--- config.mk ---
export PLATFORM = sky130hd
export DESIGN_NAME = sacl_lru_update
export DESIGN_NICKNAME = d
export VERILOG_FILES = /design/src/rtl/sacl_pkg.sv /design/src/rtl/sacl_lru_update.sv
export SDC_FILE = /design/constraint.sdc
export NUM_CORES = 1
export LEC_CHECK = 0
export CORE_ASPECT_RATIO = 2
export CORE_UTILIZATION = 60
export DETAILED_ROUTE_END_ITERATION = 8
export DONT_BUFFER_PORTS = 1
export PLACE_DENSITY = 0.76
export SYNTH_ARGS = -nofsm -noshare
export SYNTH_HDL_FRONTEND = slang
export SYNTH_SLANG_ARGS = --single-unit
--- constraint.sdc ---
create_clock -name vclk -period 13.55
set_input_delay 0.6775 -clock vclk [all_inputs]
set_output_delay 0.6775 -clock vclk [all_outputs]
set_load 0.01 [all_outputs]
--- src/rtl/sacl_pkg.sv ---
// Shared types, codes and constants of the set-associative LRU cache model.
// Used by every module under rtl but sacl_tag_store; depends on nothing else.
package sacl_pkg;

    // Defaults for the top-level module parameters.
    localparam int DEF_MAX_SET_BITS = 8;
    localparam int DEF_MAX_WAYS     = 8;
    localparam int DEF_ADDR_WIDTH   = 48;

    // Fixed field widths.
    localparam int ADDR_FIELD_W = 48;
    localparam int CNT_W        = 32;
    localparam int AGE_W        = 3;
    localparam logic [AGE_W-1:0] AGE_MAX = 3'd7;

    // Configuration port.
    localparam int CFG_INDEX_W = 2;
    localparam int CFG_DATA_W  = 4;

    typedef enum logic [CFG_INDEX_W-1:0] {
        CFG_SET_BITS    = 2'd0,
        CFG_OFFSET_BITS = 2'd1,
        CFG_WAYS        = 2'd2
    } cfg_reg_t;

    localparam logic [CFG_DATA_W-1:0] CFG_SET_BITS_RST    = 4'd4;
    localparam logic [CFG_DATA_W-1:0] CFG_OFFSET_BITS_RST = 4'd4;
    localparam logic [CFG_DATA_W-1:0] CFG_WAYS_RST        = 4'd1;

    // Bit of the op field that requests the second (store) access of a modify.
    localparam int OP_SECOND_BIT = 1;

    // Result of the first access.
    typedef enum logic [1:0] {
        OUT_HIT   = 2'd0,
        OUT_FILL  = 2'd1,
        OUT_EVICT = 2'd2
    } outcome_t;

    // Sequencer states.
    typedef enum logic [2:0] {
        ST_CLEAR  = 3'd0,
        ST_IDLE   = 3'd1,
        ST_SPLIT  = 3'd2,
        ST_LOOKUP = 3'd3,
        ST_UPDATE = 3'd4
    } sacl_state_t;

    // Input transaction payload.
    typedef struct packed {
        logic [1:0]              op;
        logic [ADDR_FIELD_W-1:0] address;
    } sacl_in_t;

    // Result transaction payload.
    typedef struct packed {
        logic [1:0]       outcome;
        logic             second_hit;
        logic [2:0]       way_used;
        logic [CNT_W-1:0] hits_total;
        logic [CNT_W-1:0] misses_total;
        logic [CNT_W-1:0] evictions_total;
    } sacl_out_t;

endpackage

--- src/rtl/sacl_lru_update.sv ---
// Replacement and age-update logic for one set row: picks the way and new ages.
// Depends on sacl_pkg for the age width, the age limit and the outcome codes.
module sacl_lru_update #(
    parameter int WAYS  = 8,
    parameter int WAY_W = 3,
    parameter int CNT_W = 4
) (
    input  logic [WAYS-1:0]                       valid_in,
    input  logic [WAYS-1:0][sacl_pkg::AGE_W-1:0]  age_in,
    input  logic [CNT_W-1:0]                      nways,
    input  logic                                  hit,
    input  logic [WAY_W-1:0]                      hit_way,
    output logic [WAY_W-1:0]                      way_sel,
    output sacl_pkg::outcome_t                    outcome,
    output logic [WAYS-1:0]                       valid_out,
    output logic [WAYS-1:0][sacl_pkg::AGE_W-1:0]  age_out
);
    import sacl_pkg::*;

    localparam int OldAgeW = AGE_W + 1;

    logic               empty_found;
    logic [WAY_W-1:0]   empty_way;
    logic [AGE_W-1:0]   best_age;
    logic [WAY_W-1:0]   victim_way;
    logic [OldAgeW-1:0] old_age;

    // Lowest invalid way, and the oldest way (lowest index on ties).
    always_comb begin
        empty_found = 1'b0;
        empty_way   = '0;
        best_age    = '0;
        victim_way  = '0;
        for (int j = 0; j < WAYS; j++) begin
            if (j < int'(nways)) begin
                if (!empty_found && !valid_in[j]) begin
                    empty_found = 1'b1;
                    empty_way   = WAY_W'(j);
                end
                if (age_in[j] > best_age) begin
                    best_age   = age_in[j];
                    victim_way = WAY_W'(j);
                end
            end
        end
    end

    // Way choice; a fill of an empty way ranks older than every valid way.
    always_comb begin
        if (hit) begin
            way_sel = hit_way;
            old_age = {1'b0, age_in[hit_way]};
            outcome = OUT_HIT;
        end else if (empty_found) begin
            way_sel = empty_way;
            old_age = OldAgeW'(AGE_MAX) + OldAgeW'(1);
            outcome = OUT_FILL;
        end else begin
            way_sel = victim_way;
            old_age = {1'b0, best_age};
            outcome = OUT_EVICT;
        end
    end

    // Ways younger than the touched way grow one older; the touched way becomes newest.
    always_comb begin
        valid_out = valid_in;
        age_out   = age_in;
        for (int j = 0; j < WAYS; j++) begin
            if (j < int'(nways) && WAY_W'(j) != way_sel && valid_in[j] &&
                {1'b0, age_in[j]} < old_age && age_in[j] != AGE_MAX) begin
                age_out[j] = age_in[j] + AGE_W'(1);
            end
        end
        age_out[way_sel]   = '0;
        valid_out[way_sel] = 1'b1;
    end

endmodule

==> metrics.yaml, run 1 <==
run_status:
  status: "completed"
sta:
  setup_slack_ns: 0.7123
  setup_viol: 0
  final_hold_viol_count: 0
  period_minus_slack_ns: 12.84
  finalMaxSlewViolations: 0
  fin_crit_sh_pct: 94.74
  rsz0062_at_grt: "false"
  max_freq_ghz: 0.07790
  tightest_slew_ns: 1.110
  setup_tns_ns: 0
  max_slew_margin_pct: 26.01
route:
  drc: 0
  vias: 3178
  first_iter_violations: 99
  ant_nets: 0
  wirelength_mm: 9.923
  vias_per_cell: 7.256
  drt_pre_antenna_iters: 4
  avgRoutedWirePerCell_um: 22.66
finish:
  regArea_um2: 0
  finalNetCount: 469
  final_layout_size_suffix_gt1_share_pct: 14.17
  final_util_pct: 62.17
  design.seq.count: 0
  insertedDiodeCount: 0
  syn2layout_area_growth_pct: -0.08270
  clock_buffers: 0
  fillers: 484
  stdcell_count: 438
floorplan:
  coreArea_mm2: 0.004865
  die_area_mm2: 0.005349
  row_count: 36
  die_h_um: 102.4
  start_util_pct: 62.22
  top_level_ports: 77
  die_x_um: 52.22
global_route:
  grt-ovfl-total: 0
  grtUsageMet1_pct: 33.93
  grt_usage_pct: 36.54
  grtUsageMet2_pct: 68.84
  grt_first_pass_wirelength_mm: 14.58
  grt_pass1_vias: 3036
  grt.busiest_layer: "met2"
  grt_antenna_before_repair: 0
  grt_max_degree: 19
  met3_usage_pct: 4.762
logic_synthesis:
  synthesis.nets: 479
  yosys.cell_count.top_type: "nand2_1"
  yosysWarnings: 0
  syn_inst: 393
  yosysTopAreaCellShare_pct: 19.02
  yosys.area.top_type: "ha_1"
  netlist_top_cells_count: "nand2_1 (58), ha_1 (46), inv_1 (26), nand3_1 (19), a21oi_1 (18)"
  synth_cell_types: 80
  synth_area_leaders: "ha_1 (19%), nand2_1 (7.2%), mux2i_1 (4.6%), mux4_2 (4.5%), inv_1 (3.2%)"
  seq_area_frac_synth_pct: 0
  syn_area_per_cell_um2: 7.701
  synth_area_mm2: 0.003027
worst_setup_path:
  critPathBufInv: 3
  critical-path-slowest-cell: "a22oi_1"
  crit_path_end_kind: "primary output"
  required_ns: 12.87
  worstSetupStartpointType: "input pin"
  critPathTopFamily: "compound AO/OA/AOI/OAI gates"
  cp_common_cell: "ha_1"
  path_max_fanout: 13
  cp.arrival_ns: 12.16
  path_class: "input pin to primary output"
  critPathMaxStageDelay_ns: 0.87
power_and_ir_drop:
  power_density_mw_per_mm2: 100.2
  p_leak_nw: 1.451
  finalPower_uw: 302.9
  peakVddDrop_mv: 0.09239
run:
  cap_violations: 0
placement:
  dp.cells: 438
  pre_cts_ws_ns: 0.8436
  dp_hpwl_mm: 8.355
  io_buffers: 0
  gp_congestion: 0.9902
worst_hold_path:
  hp-class: "input pin to primary output"
clock_network:
  cts_resized: 0
  cts_setup_buffers: 0
  cts_hold_buf: 0
==> final timing paths <==
kind | start | to | slack, ns | cells past startpoint
worst max-delay path | nways[1] | age_out[17] | 0.71 | 45
worst min-delay path | valid_in[4] | valid_out[4] | 1.46 | 1
==> kinds of logic (layout without fill, tap and decap cells) <==
kind of cell / count (synthesis) / in the layout / share of synthesized area, %
buf+inv: 41 / 29 / 6.159
mux: 25 / 25 / 10.95
simple gates: 156 / 156 / 28.24
compound gates: 125 / 125 / 35.64
fa+ha+maj: 46 / 46 / 19.02
==> per-layer routing <==
metal | share of wire, % | wire length (um) | vias to the layer above
met5 | 0 | 0 | -
met1 | 33 | 3246 | 1510
met3 | 5.1 | 509 | 40
met2 | 54 | 5371 | 135
met4 | 8.0 | 795 | 0
li1 | - | - | 1493
==> power by group <==
| group | switching, mW | leakage [nW] | internal, mW |
|---|---|---|---|
| combinational | 0.180 | 1.45 | 0.123 |
| clock | 0 | 0 | 0 |
| sequential | 0 | 0 | 0 |
==> cell usage in the layout, fill, tap and decap left out, types with 3 or more instances in the layout <==
cell type	synthesis	final
a211oi_1	3	3
and2_1	8	8
a2111o_1	6	6
nand2b_1	6	6
a211o_1	5	5
o21ai_0	14	14
nor2_1	13	13
o31ai_1	3	3
nand3b_1	5	5
nor4_2	3	3
or2_2	7	7
mux4_2	6	6
o311ai_0	3	3
nor2b_1	8	8
a22oi_1	4	4
a21o_1	10	10
ha_1	46	46
nand3_1	19	19
a211oi_2	3	3
nand2_1	58	58
or4_1	5	5
a31oi_1	7	7
mux2i_1	14	14
a21oi_1	18	18
o211ai_1	3	3
mux2_2	5	5
a2111oi_2	3	3
inv_1	26	26
o21a_1	4	4
and3_1	4	4
==> per-stage QoR <==
step	hold WS [ns]	area (um2)
after CTS	1.465	3024
after global placement	1.466	3024
after global routing	1.467	3024
final	1.465	3024
after floorplan	1.462	3027
after detailed placement	1.465	3024
==> area by class of cell <==
type / instances / area, um2 / share of cell area, %
Inverter: 28 / 105.1 / 3.475
Tap cell: 57 / 71.32 / 2.358
Multi-Input combinational cell: 352 / 2840 / 93.92
Timing Repair Buffer: 1 / 7.507 / 0.2482
No activity file was read; power rests on OpenSTA's default activity.
==> run 2, diff against run 1 <==
--- a/config.mk
+++ b/config.mk
@@ -5,6 +5,7 @@
 export SDC_FILE = /design/constraint.sdc
 export NUM_CORES = 1
 export LEC_CHECK = 0
+export ABC_AREA = 1
 export CORE_ASPECT_RATIO = 2
 export CORE_UTILIZATION = 60
 export DETAILED_ROUTE_END_ITERATION = 8
==> run 2 against run 1 <==
Net effect:
- hold slack lost 0.00060 ns
- cell area decreased by 8.9%
- sequential cell count unchanged
- first-iteration DRC count down 29%
- power fell by 13%
- maximum frequency is 19% higher
- routed wire length down 16%
- via count up 3.4%
- clock-buffer cell count stayed put
- critical endpoint is now age_out[6]
- sequential share of layout area stayed put
- die area shrank 10%
- global-route usage fell by 0.69 points
==> metrics.yaml, run 2 <==
sta:
  setup_slack_ns: 2.752  # +2.039 ns
  max_freq_ghz: 0.09261  # +19%
  period_minus_slack_ns: 10.80  # -2.039 ns
  final_hold_viol_count: 0  # unchanged
  setup_viol: 0  # unchanged
  fin_crit_sh_pct: 79.69  # -15 points
  max_slew_margin_pct: 25.78  # -0.22 points
  finalMaxSlewViolations: 0  # unchanged
  tightest_slew_ns: 1.108  # -0.001796 ns
  setup_tns_ns: 0  # unchanged
  rsz0062_at_grt: "false"
worst_hold_path:
  hp-class: "input pin to primary output"
worst_setup_path:
  path_class: "input pin to primary output"
  path_max_fanout: 8  # -5
  cp.arrival_ns: 10.12  # -2.04 ns
  critPathMaxStageDelay_ns: 0.81  # -0.06 ns
  critical-path-slowest-cell: "a31oi_1"
  worstSetupStartpointType: "input pin"
  cp_common_cell: "nand2_1"
  required_ns: 12.87  # about the same
  crit_path_end_kind: "primary output"
route:
  avgRoutedWirePerCell_um: 14.75  # -35%
  wirelength_mm: 8.361  # -16%
  vias_per_cell: 5.795  # -20%
  ant_nets: 0  # unchanged
  drt_pre_antenna_iters: 4  # unchanged
  vias: 3286  # +3.4%
  first_iter_violations: 70  # -29%
  drc: 0  # unchanged
clock_network:
  cts_resized: 0  # unchanged
  cts_hold_buf: 0  # unchanged
  cts_setup_buffers: 0  # unchanged
floorplan:
  coreArea_mm2: 0.004339  # -11%
  start_util_pct: 62.23  # about the same
  row_count: 34  # -5.6%
  top_level_ports: 77  # unchanged
  die_x_um: 49.44  # -5.3%
  die_area_mm2: 0.004789  # -10%
  die_h_um: 96.87  # -5.4%
finish:
  insertedDiodeCount: 0  # unchanged
  syn2layout_area_growth_pct: 2.085
  clock_buffers: 0  # unchanged
  final_layout_size_suffix_gt1_share_pct: 10.14  # -4.0 points
  finalNetCount: 601  # +28%
  regArea_um2: 0  # unchanged
  layout_commonest_cell: "nand2_1"
  multi_input_area_mm2: 0.002330  # -18%
  design.seq.count: 0  # unchanged
  final_util_pct: 63.52  # +1.4 points
  finish.instance_area_mm2: 0.002756  # -8.9%
  fillers: 475  # -1.9%
  final_cell_mix: "nand2_1 (142), inv_1 (82), nor2_1 (69), nand3_1 (51), ha_1 (46)"
logic_synthesis:
  synth_xor_area_share_pct: 0  # unchanged
  seq_area_frac_synth_pct: 0  # unchanged
  synthAdderAreaFrac_pct: 21.32  # +2.3 points
  yosysTopAreaCellShare_pct: 21.32  # +2.3 points
  syn_inst: 516  # +31%
  synthMuxAreaShare_pct: 0  # -11 points
  synthesis.nets: 602  # +26%
  synth_top_family_by_area: "simple AND/OR/NAND/NOR gates"
  netlist_top_cells_count: "nand2_1 (142), inv_1 (82), nor2_1 (69), nand3_1 (51), ha_1 (46)"
  yosys.area.top_type: "ha_1"
  synth_cell_types: 30  # -63%
  synth_compound_area_share_pct: 16.64  # -19 points
  yosys.cell_count.top_type: "nand2_1"
  synth-simple-area-share_pct: 48.33  # +20 points
  yosysWarnings: 0  # unchanged
  synth_area_leaders: "ha_1 (21%), nand2_1 (20%), inv_1 (11%), nor2_1 (9.6%), nand3_1 (9.5%)"
  synth_area_mm2: 0.002700  # -11%
  syn_area_per_cell_um2: 5.233  # -32%
global_route:
  grt-ovfl-total: 0  # unchanged
  grt_first_pass_wirelength_mm: 13.85  # -5.0%
  grt_antenna_before_repair: 0  # unchanged
  grt_usage_pct: 35.85  # -0.69 points
  grt_pass1_vias: 3260  # +7.4%
  grt_max_degree: 15  # -4
run:
  cap_violations: 0  # unchanged
placement:
  pre_cts_ws_ns: 2.856  # +2.012 ns
  io_buffers: 0  # unchanged
  gp_congestion: 0.9668  # -2.4%
  post_dp_cell_area_mm2: 0.002756  # -8.9%
  dp_hpwl_mm: 7.209  # -14%
power_and_ir_drop:
  power_density_mw_per_mm2: 95.28  # -4.9%
  p_leak_nw: 1.742  # +20%
  peakVddDrop_mv: 0.1014  # +9.8%
run_status:
  status: "completed"
[run 2: cell types whose count changed after synthesis, moves of 10 or more]
cell	before	now
a21o_1	10	0
a21oi_1	18	29
inv_1	26	82
mux2i_1	14	0
nand2_1	58	142
nand2_2	1	15
nand3_1	19	51
nor2_1	13	69
o21ai_0	14	26
[run 2: worst paths after layout]
check,startpoint,to,cells past startpoint
setup / recovery,age_in[0],age_out[6],70
hold / removal,valid_in[7],valid_out[7],1
[run 2: area by class of cell]
type | instances | share of cell area, %
well taps | 54 | 2.451
inverters | 95 | 13.03
multi-input cells | 418 | 84.52
[run 2: metal layers]
| metal | vias to the layer above | GRT usage [%] | part of all wire, % |
|---|---|---|---|
| met4 | 0 | 19.56 | 6.5 |
| met2 | 138 | 71.97 | 54 |
| met5 | - | 0 | 0 |
| li1 | 1647 | - | - |
| met1 | 1461 | 32.48 | 34 |
| met3 | 40 | 3.931 | 5.7 |
[run 2: where the power goes]
part / total, mW / internal, mW / switching [mW]
clock: 0 / 0 / 0
sequential: 0 / 0 / 0
combinational: 0.263 / 0.0917 / 0.171
total: 0.263 / 0.0917 / 0.171
[run 2: critical path: cells and delay by family]
family / cells / cell delay [ns]
buffers and inverters: 10 / 0.79
adder cells (fa/ha/maj): 9 / 2.54
AO/OA/AOI/OAI: 12 / 2.54
AND/OR/NAND/NOR: 39 / 3.54
[run 2: cell families after synthesis]
kind of cell / Yosys count
compound gates: 74
fa+ha+maj: 46
buf+inv: 98
simple gates: 298
[run 2: through the flow]
stage | hold slack (ns) | std cells | total power, mW
CTS | 1.466 | 567 | 0.2625
detailed placement | 1.465 | 567 | 0.2618
floorplan | 1.462 | 516 | 0.2141
global route | 1.470 | 567 | 0.3060
global placement | 1.465 | 567 | 0.2526
finish | 1.464 | 567 | 0.2626
